===== src/rtl/core/scalar_kalman_rate_fusion_macros.svh =====
// Assertion macros for the yaw rate fusion block
`ifndef SCALAR_KALMAN_RATE_FUSION_MACROS_SVH
`define SCALAR_KALMAN_RATE_FUSION_MACROS_SVH
`ifndef SYNTHESIS
`define SKRF_ASSERT_IMPL(label, clk, rst_n, ante, cons) \
    label: assert property (@(posedge clk) disable iff (!rst_n) (ante) |-> (cons)) \
    else $error("assertion failed");
`define SKRF_ASSERT_NEXT(label, clk, rst_n, ante, cons) \
    label: assert property (@(posedge clk) disable iff (!rst_n) (ante) |=> (cons)) \
    else $error("assertion failed");
`else
`define SKRF_ASSERT_IMPL(label, clk, rst_n, ante, cons)
`define SKRF_ASSERT_NEXT(label, clk, rst_n, ante, cons)
`endif
`endif


===== src/rtl/core/skrf_pkg.sv =====
// Shared types and constants for the yaw rate fusion block
package skrf_pkg;
    localparam int unsigned CMD_GYRO = 0;
    localparam int unsigned CMD_ODOM = 1;
    localparam int unsigned REG_INIT_VAR = 0;
    localparam int unsigned REG_MOTION_NOISE = 1;
    localparam int unsigned REG_MEAS_NOISE = 2;
    localparam int unsigned CFG_INDEX_WIDTH = 2;
    localparam int unsigned QUEUE_DEPTH = 2;
endpackage


===== src/rtl/core/skrf_queue.sv =====
// Two-entry queue between the front and the back of the fusion block
module skrf_queue #(
    parameter int unsigned WIDTH = 33
) (
    input  logic             i_clk,
    input  logic             i_rst_n,
    input  logic             i_push,
    input  logic [WIDTH-1:0] i_data,
    output logic             o_full,
    input  logic             i_pop,
    output logic             o_empty,
    output logic [WIDTH-1:0] o_data
);
    import skrf_pkg::*;
    logic [WIDTH-1:0] r_mem [QUEUE_DEPTH];
    logic r_wp, r_rp;
    logic [1:0] r_cnt;

    assign o_full  = (r_cnt == 2'(QUEUE_DEPTH));
    assign o_empty = (r_cnt == 2'd0);
    assign o_data  = r_mem[r_rp];

    // advance pointers and count
    always_ff @(posedge i_clk) begin
        if (!i_rst_n) begin
            r_wp <= 1'b0;
            r_rp <= 1'b0;
            r_cnt <= 2'd0;
        end else begin
            if (i_push) r_wp <= ~r_wp;
            if (i_pop) r_rp <= ~r_rp;
            r_cnt <= r_cnt + 2'(i_push) - 2'(i_pop);
        end
    end

    // hold entries
    always_ff @(posedge i_clk) begin
        if (i_push) r_mem[r_wp] <= i_data;
    end
endmodule


===== config.mk =====
export PLATFORM = sky130hd
export DESIGN_NAME = skrf_queue
export DESIGN_NICKNAME = d
export VERILOG_FILES = /design/src/rtl/core/scalar_kalman_rate_fusion_macros.svh /design/src/rtl/core/skrf_pkg.sv /design/src/rtl/core/skrf_queue.sv
export SDC_FILE = /design/constraint.sdc
export NUM_CORES = 1
export LEC_CHECK = 0
export ABC_AREA = 1
export BUFFER_PORTS_ARGS = -buffer_cell sky130_fd_sc_hd__buf_2
export CAP_MARGIN = 20
export CORE_UTILIZATION = 56
export CTS_CLUSTER_SIZE = 20
export DETAILED_ROUTE_END_ITERATION = 16
export PLACE_DENSITY = 0.84
export SLEW_MARGIN = 20
export SYNTH_ARGS = -nofsm -noshare
export SYNTH_HDL_FRONTEND = slang
export SYNTH_SLANG_ARGS = --single-unit

===== constraint.sdc =====
create_clock -name i_clk -period 5.06 [get_ports i_clk]
set_input_delay 0.253 -clock i_clk [delete_from_list [all_inputs] [get_ports i_clk]]
set_output_delay 0.253 -clock i_clk [all_outputs]
set_load 0.01 [all_outputs]

==> results of run 1 <==
-- worst max-delay path by stage --
stage	from	cells after the start	end	slack [ps]
finish	register	2	o_data[0]	2870
global placement	register	2	o_data[0]	3230
CTS	register	2	o_data[0]	2840
floorplan	r_wp$_SDFFE_PN0P_	1	r_mem[0][0]$_DFFE_PP_	2920
global route	register	2	o_data[0]	2800
detailed placement	register	2	o_data[0]	3200
-- power by group through the flow --
stage,logic (mW),clock network [mW],registers (mW)
after global routing,0.142,0.390,0.702
final,0.130,0.362,0.699
after global placement,0.127,0,0.709
after CTS,0.132,0.369,0.700
after floorplan,0.0956,0,0.698
after detailed placement,0.132,0,0.713
-- metrics by stage --
| step | power, mW | instance area (µm²) | hold WS (ps) |
|---|---|---|---|
| CTS | 1.20 | 3300 | 102 |
| detailed placement | 0.845 | 3150 | 446 |
| floorplan | 0.794 | 2760 | 346 |
| finish | 1.19 | 3300 | 115 |
| global route | 1.23 | 3300 | 103 |
| global placement | 0.836 | 3150 | 442 |
-- state kept, by name, indices dropped and copies added (netlist names), named ones only --
name and count:
r_mem 66, r_rp 1, r_wp 1, r_cnt 2
-- layout make-up --
class,instances,area share
clock inverter,5,0.00758
multi-input combinational,54,0.179
tap,67,0.0254
sequential,71,0.631
inverter,7,0.00795
timing repair buffer,72,0.110
clock buffer,11,0.0398
-- per-layer routing --
layer | share of wire | global-route usage
met5 | 0 | 0
met4 | 0.014 | 0.0850
met3 | 0.033 | 0.0403
met2 | 0.54 | 0.308
met1 | 0.41 | 0.208
-- kinds of logic (layout without fill, tap and decap cells) --
logic type / Yosys count / count (layout) / share of synthesized area
mux: 33 / 33 / 0.175
compound gates: 1 / 1 / 0.00181
fa+ha+maj: 2 / 2 / 0.00906
simple gates: 18 / 18 / 0.0249
buf+inv: 11 / 95 / 0.0353
flops: 71 / 71 / 0.754
-- worst max-delay path: stages (launching register included) --
cell and delay, ps:
dfxtp_2 1040, mux2_2 420, buf_2 140
-- Yosys cell counts, drive strengths merged --
library cell / count
a21oi: 1
buf: 4
dfxtp: 5
edfxtp: 66
ha: 2
inv: 7
mux2: 33
nand2: 8
nand3: 1
nor2: 9
==> results.md, run 1 <==
* Die ar. at 5220 µm²
* RSZ-0062 raised after global routing: false
* Synth Register Bits at 71
* R2r setup slk at 3350 ps
* Synth Cell Area at 2760 µm²
* Post-synth top area cell: edfxtp_1
* Commonest cells after routing, fill and taps aside: 71 x buf_2, 66 x edfxtp_1, 30 x mux2_4
* Hold_sp: i_data[14]
* Slew at the pin with the worst max-slew slack at 1070 ps
* Clock Skew at 7.03 ps
* DR WL/cell at 15.2 µm
* Global-route wire length before repair at 6620 µm
* CP endpoint kind: output port
* DRT antenna net count at 0
* Worst slew margin at 0.284
* Total CTS buffers at 9
* WL final at 4360 µm
* Filler cells at 319
* Peak VDD IR at 0.249 mV
* Count of final max-slew check failures at 0
* Status: finished, final reports clean
* Mapped Nets at 175
* Worst reg2reg path depth at 3
* Gp weighted congestion at 0.692
* Layout area overhead at 19.6%
* Avg Vias per Cell at 4.77
* First DRT Iteration DRCs at 70
* Min Tclk post-route at 2190 ps
* Total gr overflow at 0
* Num rows at 25
* Post-synth top area share at 0.717
* Initial antenna violation count at 0
* R2r endpoint: r_mem[1][17]$_DFFE_PP_
* # Max-Cap Violations at 0
* Multi-input logic area at 591 µm²
* Worst hold path depth at 1
* Tot GR Track Use at 0.177
* Vias in the first global route at 1393
* Synth area leaders: edfxtp_1 72%, mux2_4 16%, dfxtp_1 3.6%
* Final net count at 254
* Largest net degree at the start of global routing at 34
* Reg-to-reg startpoint: r_wp$_SDFFE_PN0P_
* Hold Path Sink: r_mem[0][14]$_DFFE_PP_
* Initial Util at 0.585
* Worst min-delay path category: in -> reg
* Die Y at 72.2 µm
* Final Util at 0.699
* Commonest non-fill, non-tap cell in the layout: buf_2
* CP required at 4810 ps
* Worst-case clock buffer depth at 2
* Clock network latency to the later pin of the worst-skew pair at 320 ps
* Hold bufs inserted after CTS at 0
* Clock H-tree levels at 3
* CP Launch Type: register
* Final period util at 0.432
* Worst Path Arrival at 1930 ps
* Leak at 1.36 nW
* Vias at 1370
* Drt drc at 0
* Pre-antenna DRT Iters at 4
* Post-route setup TNS at 0 ps
* Synth warn at 0
* Clk pwr share at 0.304
* Yosys cell types at 12
* Post-CTS Setup Bufs at 0
* Switching Fraction at 0.226
* FMAX at 0.458 GHz
* Share of total power in sequential cells at 0.587
* Port bufs at 71
* Synth Instances at approximately 140
* CTS Sinks at 71
* Core area at 4720 µm²
* Io pins at 72
* Antenna diodes at 0
* CTS tree: yes
* Final setup margin at 2870 ps
* CP max FO at 33
* Post_cts resized at 0
* Kind of critical path: reg -> out
* Average size of a mapped cell at 20.3 µm²
* Psw at 269 µW
* Pwr Density at about 360 nW/µm²
* Sequential cell area at 2080 µm²
* Die width at between 70 and 80 µm
* Placed insts at 271
* Endpoints failing setup at 0
* Post-placement worst setup slack at 3200 ps
* Final non-filler cell total at 287
* Register area share after synthesis at 0.754
* CTS clock-pin slew for the worst setup and hold paths at approximately 70 ps
* Int Power at approximately 920 µW
* Gate power share at 0.109
* Final Hold Fails at 0
* Layout cells sized above 1 at 0.541
* Root Buffer: clkbuf_8
No activity file was read; power rests on OpenSTA's default activity.
==> inputs of run 2 (changes only) <==
Settings changed: CORE_UTILIZATION 56 to 47, PLACE_DENSITY 0.84 to 0.75.
Clock period 5.06 ns to 2 ns, I/O delays scaled along.
==> run 2 against run 1 <==
- count of clock-buffer cells in the layout shrank 1
- final cell count grew 15%
- power grew to 2.8 times the previous value
- setup slack lost 2400 ps
- via count grew 11%
- first-iteration DRC count shrank 11%
- utilization shrank 3.1 points
- clock skew grew 0.70 ps
- flip-flop and latch count is the same
- combinational power grew to 3.2 times the previous value
- die area grew 19%
==> results.md, run 2 (synthesized netlist as in run 1, its figures left out) <==
* Pwr Density at 890 nW/µm² (+150%)
* Tot GR Track Use at 0.164 (-0.0134)
* Layout area overhead at 34.8%
* CP required at 1900 ps (-2910 ps)
* Regs by FF count: r_mem: 66 flops, r_cnt: 2 flops
* R2r setup slk at 700 ps (-2650 ps)
* Io pins at 72 (unchanged)
* Pre-antenna DRT Iters at 4 (unchanged)
* Largest register by flop count: r_mem
* Design Area, Final at 3720 µm² (+13%)
* DRT antenna net count at 0 (unchanged)
* Final setup margin at 447 ps (-2430 ps)
* Core area at 5570 µm² (+18%)
* Drt drc at 0 (unchanged)
* Hold_sp: i_push
* Count of final max-slew check failures at 0 (unchanged)
* DP HPWL at 2860 µm
* Leak at 1.55 nW (+14%)
* DR WL/cell at 14.3 µm (-6.0%)
* Clk pwr share at 0.349 (+0.045)
* Filler cells at 398 (+25%)
* Gp weighted congestion at 0.686 (-0.94%)
* Layout cells sized above 1 at 0.482 (-0.0584)
* CP max FO at 16 (-52%)
* Avg Vias per Cell at 4.60 (-3.5%)
* Reg-to-reg startpoint: r_wp$_SDFFE_PN0P_
* Initial Util at 0.496 (-0.0893)
* Total gr overflow at 0 (unchanged)
* Int Power at 2.63 mW (+190%)
* Design Power at 3.31 mW (+180%)
* Final period util at 0.776
* Final net count at 292 (+15%)
* Global-route wire length before repair at 7090 µm (+7.2%)
* Post_cts resized at 0 (unchanged)
* Max reg flops at 66 (unchanged)
* Status: finished, final reports clean
* CTS clock-pin slew for the worst setup and hold paths at 70 ps (about the same)
* Clock network latency to the later pin of the worst-skew pair at 330 ps (about the same)
* Worst min-delay path category: in -> reg
* Die Y at 78.7 µm (+8.9%)
* Vias in the first global route at 1546 (+11%)
* CTS tree: yes
* CP endpoint kind: output port
* Num rows at 27 (+8.0%)
* Worst Path Arrival at 1450 ps (-480 ps)
* Antenna diodes at 0 (unchanged)
* Clock Skew at 7.73 ps (+0.703 ps)
* Switching Fraction at 0.207 (-0.0192)
* Psw at 685 µW (+150%)
* Port bufs at 71 (unchanged)
* Vias at 1515 (+11%)
* Die ar. at 6190 µm² (+19%)
* Post-route setup TNS at 0 ps (unchanged)
* Root Buffer: clkbuf_8
* Post-placement worst setup slack at 692 ps (-2510 ps)
* Largest net degree at the start of global routing at 34 (unchanged)
* Fin Hold WS at 49.2 ps (-65.5 ps)
* Initial antenna violation count at 0 (unchanged)
* Die width at 78.7 µm (+8.9%)
* FMAX at 0.644 GHz
* Commonest cells after routing, fill and taps aside: 71 x buf_2, 66 x edfxtp_1, 34 x dlygate4sd3_1
* Slew at the pin with the worst max-slew slack at 447 ps (-627 ps)
* Share of total power in sequential cells at 0.525 (-0.062)
* CP Launch Type: register
* First DRT Iteration DRCs at 62 (-11%)
* Min Tclk post-route at 1550 ps
* Endpoints failing setup at 0 (unchanged)
* # Max-Cap Violations at 0 (unchanged)
* Final Hold Fails at 0 (unchanged)
* Worst-case clock buffer depth at 2 (unchanged)
* DP Area at 3180 µm² (+1.2%)
* Clock H-tree levels at 3 (unchanged)
* Peak VDD IR at 0.530 mV (+110%)
* RSZ-0062 raised after global routing: false
* Kind of critical path: reg -> out
* CTS Sinks at 71 (unchanged)
* Total CTS buffers at 9 (unchanged)
* Worst slew margin at 0.702 (+0.418)
* WL final at 4700 µm (+7.8%)
* Commonest non-fill, non-tap cell in the layout: buf_2
* Gate power share at 0.125 (+0.016)
run 2: cell count changes in the layout (fill, tap and decap cells not counted):
cell / before / now
bufinv_16: 0 / 2
clkinvlp_4: 1 / 0
clkinv_1: 2 / 1
buf_4: 1 / 5
clkbuf_1: 2 / 1
dlygate4sd3_1: 0 / 34
run 2: critical path, stage by stage, from the launching register on:
cell and delay [ps]:
dfxtp_2 320, buf_4 280, mux2_2 380, buf_2 140
run 2: path summary, 6_finish.rpt:
kind                            endpoint  depth (start not counted)
setup / recovery              o_data[32]                          3
hold / removal         r_wp$_SDFFE_PN0P_                          3
setup reg to reg  r_mem[1][30]$_DFFE_PP_                          3
hold reg to reg        r_rp$_SDFFE_PN0P_                          2
run 2: timing repair:
| item | 4_1_cts | 5_1_grt |
|---|---|---|
| endpoints found under the hold margin | 67 | 0 |
| buffers inserted | 0 | 0 |
| hold buffers | 34 | 0 |
run 2: per-layer routing:
metal,global-route usage,vias to the layer above,part of all wire
li1,-,742,-
met1,0.175,720,0.41
met2,0.289,46,0.53
met3,0.0372,7,0.042
met4,0.106,0,0.015
met5,0,-,0
run 2: layout make-up:
class	instances	area, µm²	share of cell area
Tap cell	72	90.1	0.0242
Clock buffer	10	128	0.0343
Clock inverter	5	73.8	0.0198
Sequential cell	71	2080	0.559
Multi-Input combinational cell	54	591	0.159
Timing Repair Buffer	110	733	0.197
Inverter	7	26.3	0.00705
run 2: power by group through the flow:
stage / Clock, mW / Combinational (mW) / Sequential, mW
2_1_floorplan: 0 / 0.242 / 1.77
3_3_place_gp: 0 / 0.358 / 1.77
3_5_place_dp: 0 / 0.367 / 1.77
4_1_cts: 1.20 / 0.420 / 1.74
5_1_grt: 1.25 / 0.449 / 1.75
6_report: 1.16 / 0.415 / 1.74
run 2: metrics by stage:
step | std cells | utilization
5_1_grt | 329 | 0.668
3_3_place_gp | 280 | 0.571
3_5_place_dp | 280 | 0.571
6_report | 329 | 0.668
4_1_cts | 329 | 0.668
2_1_floorplan | 136 | -
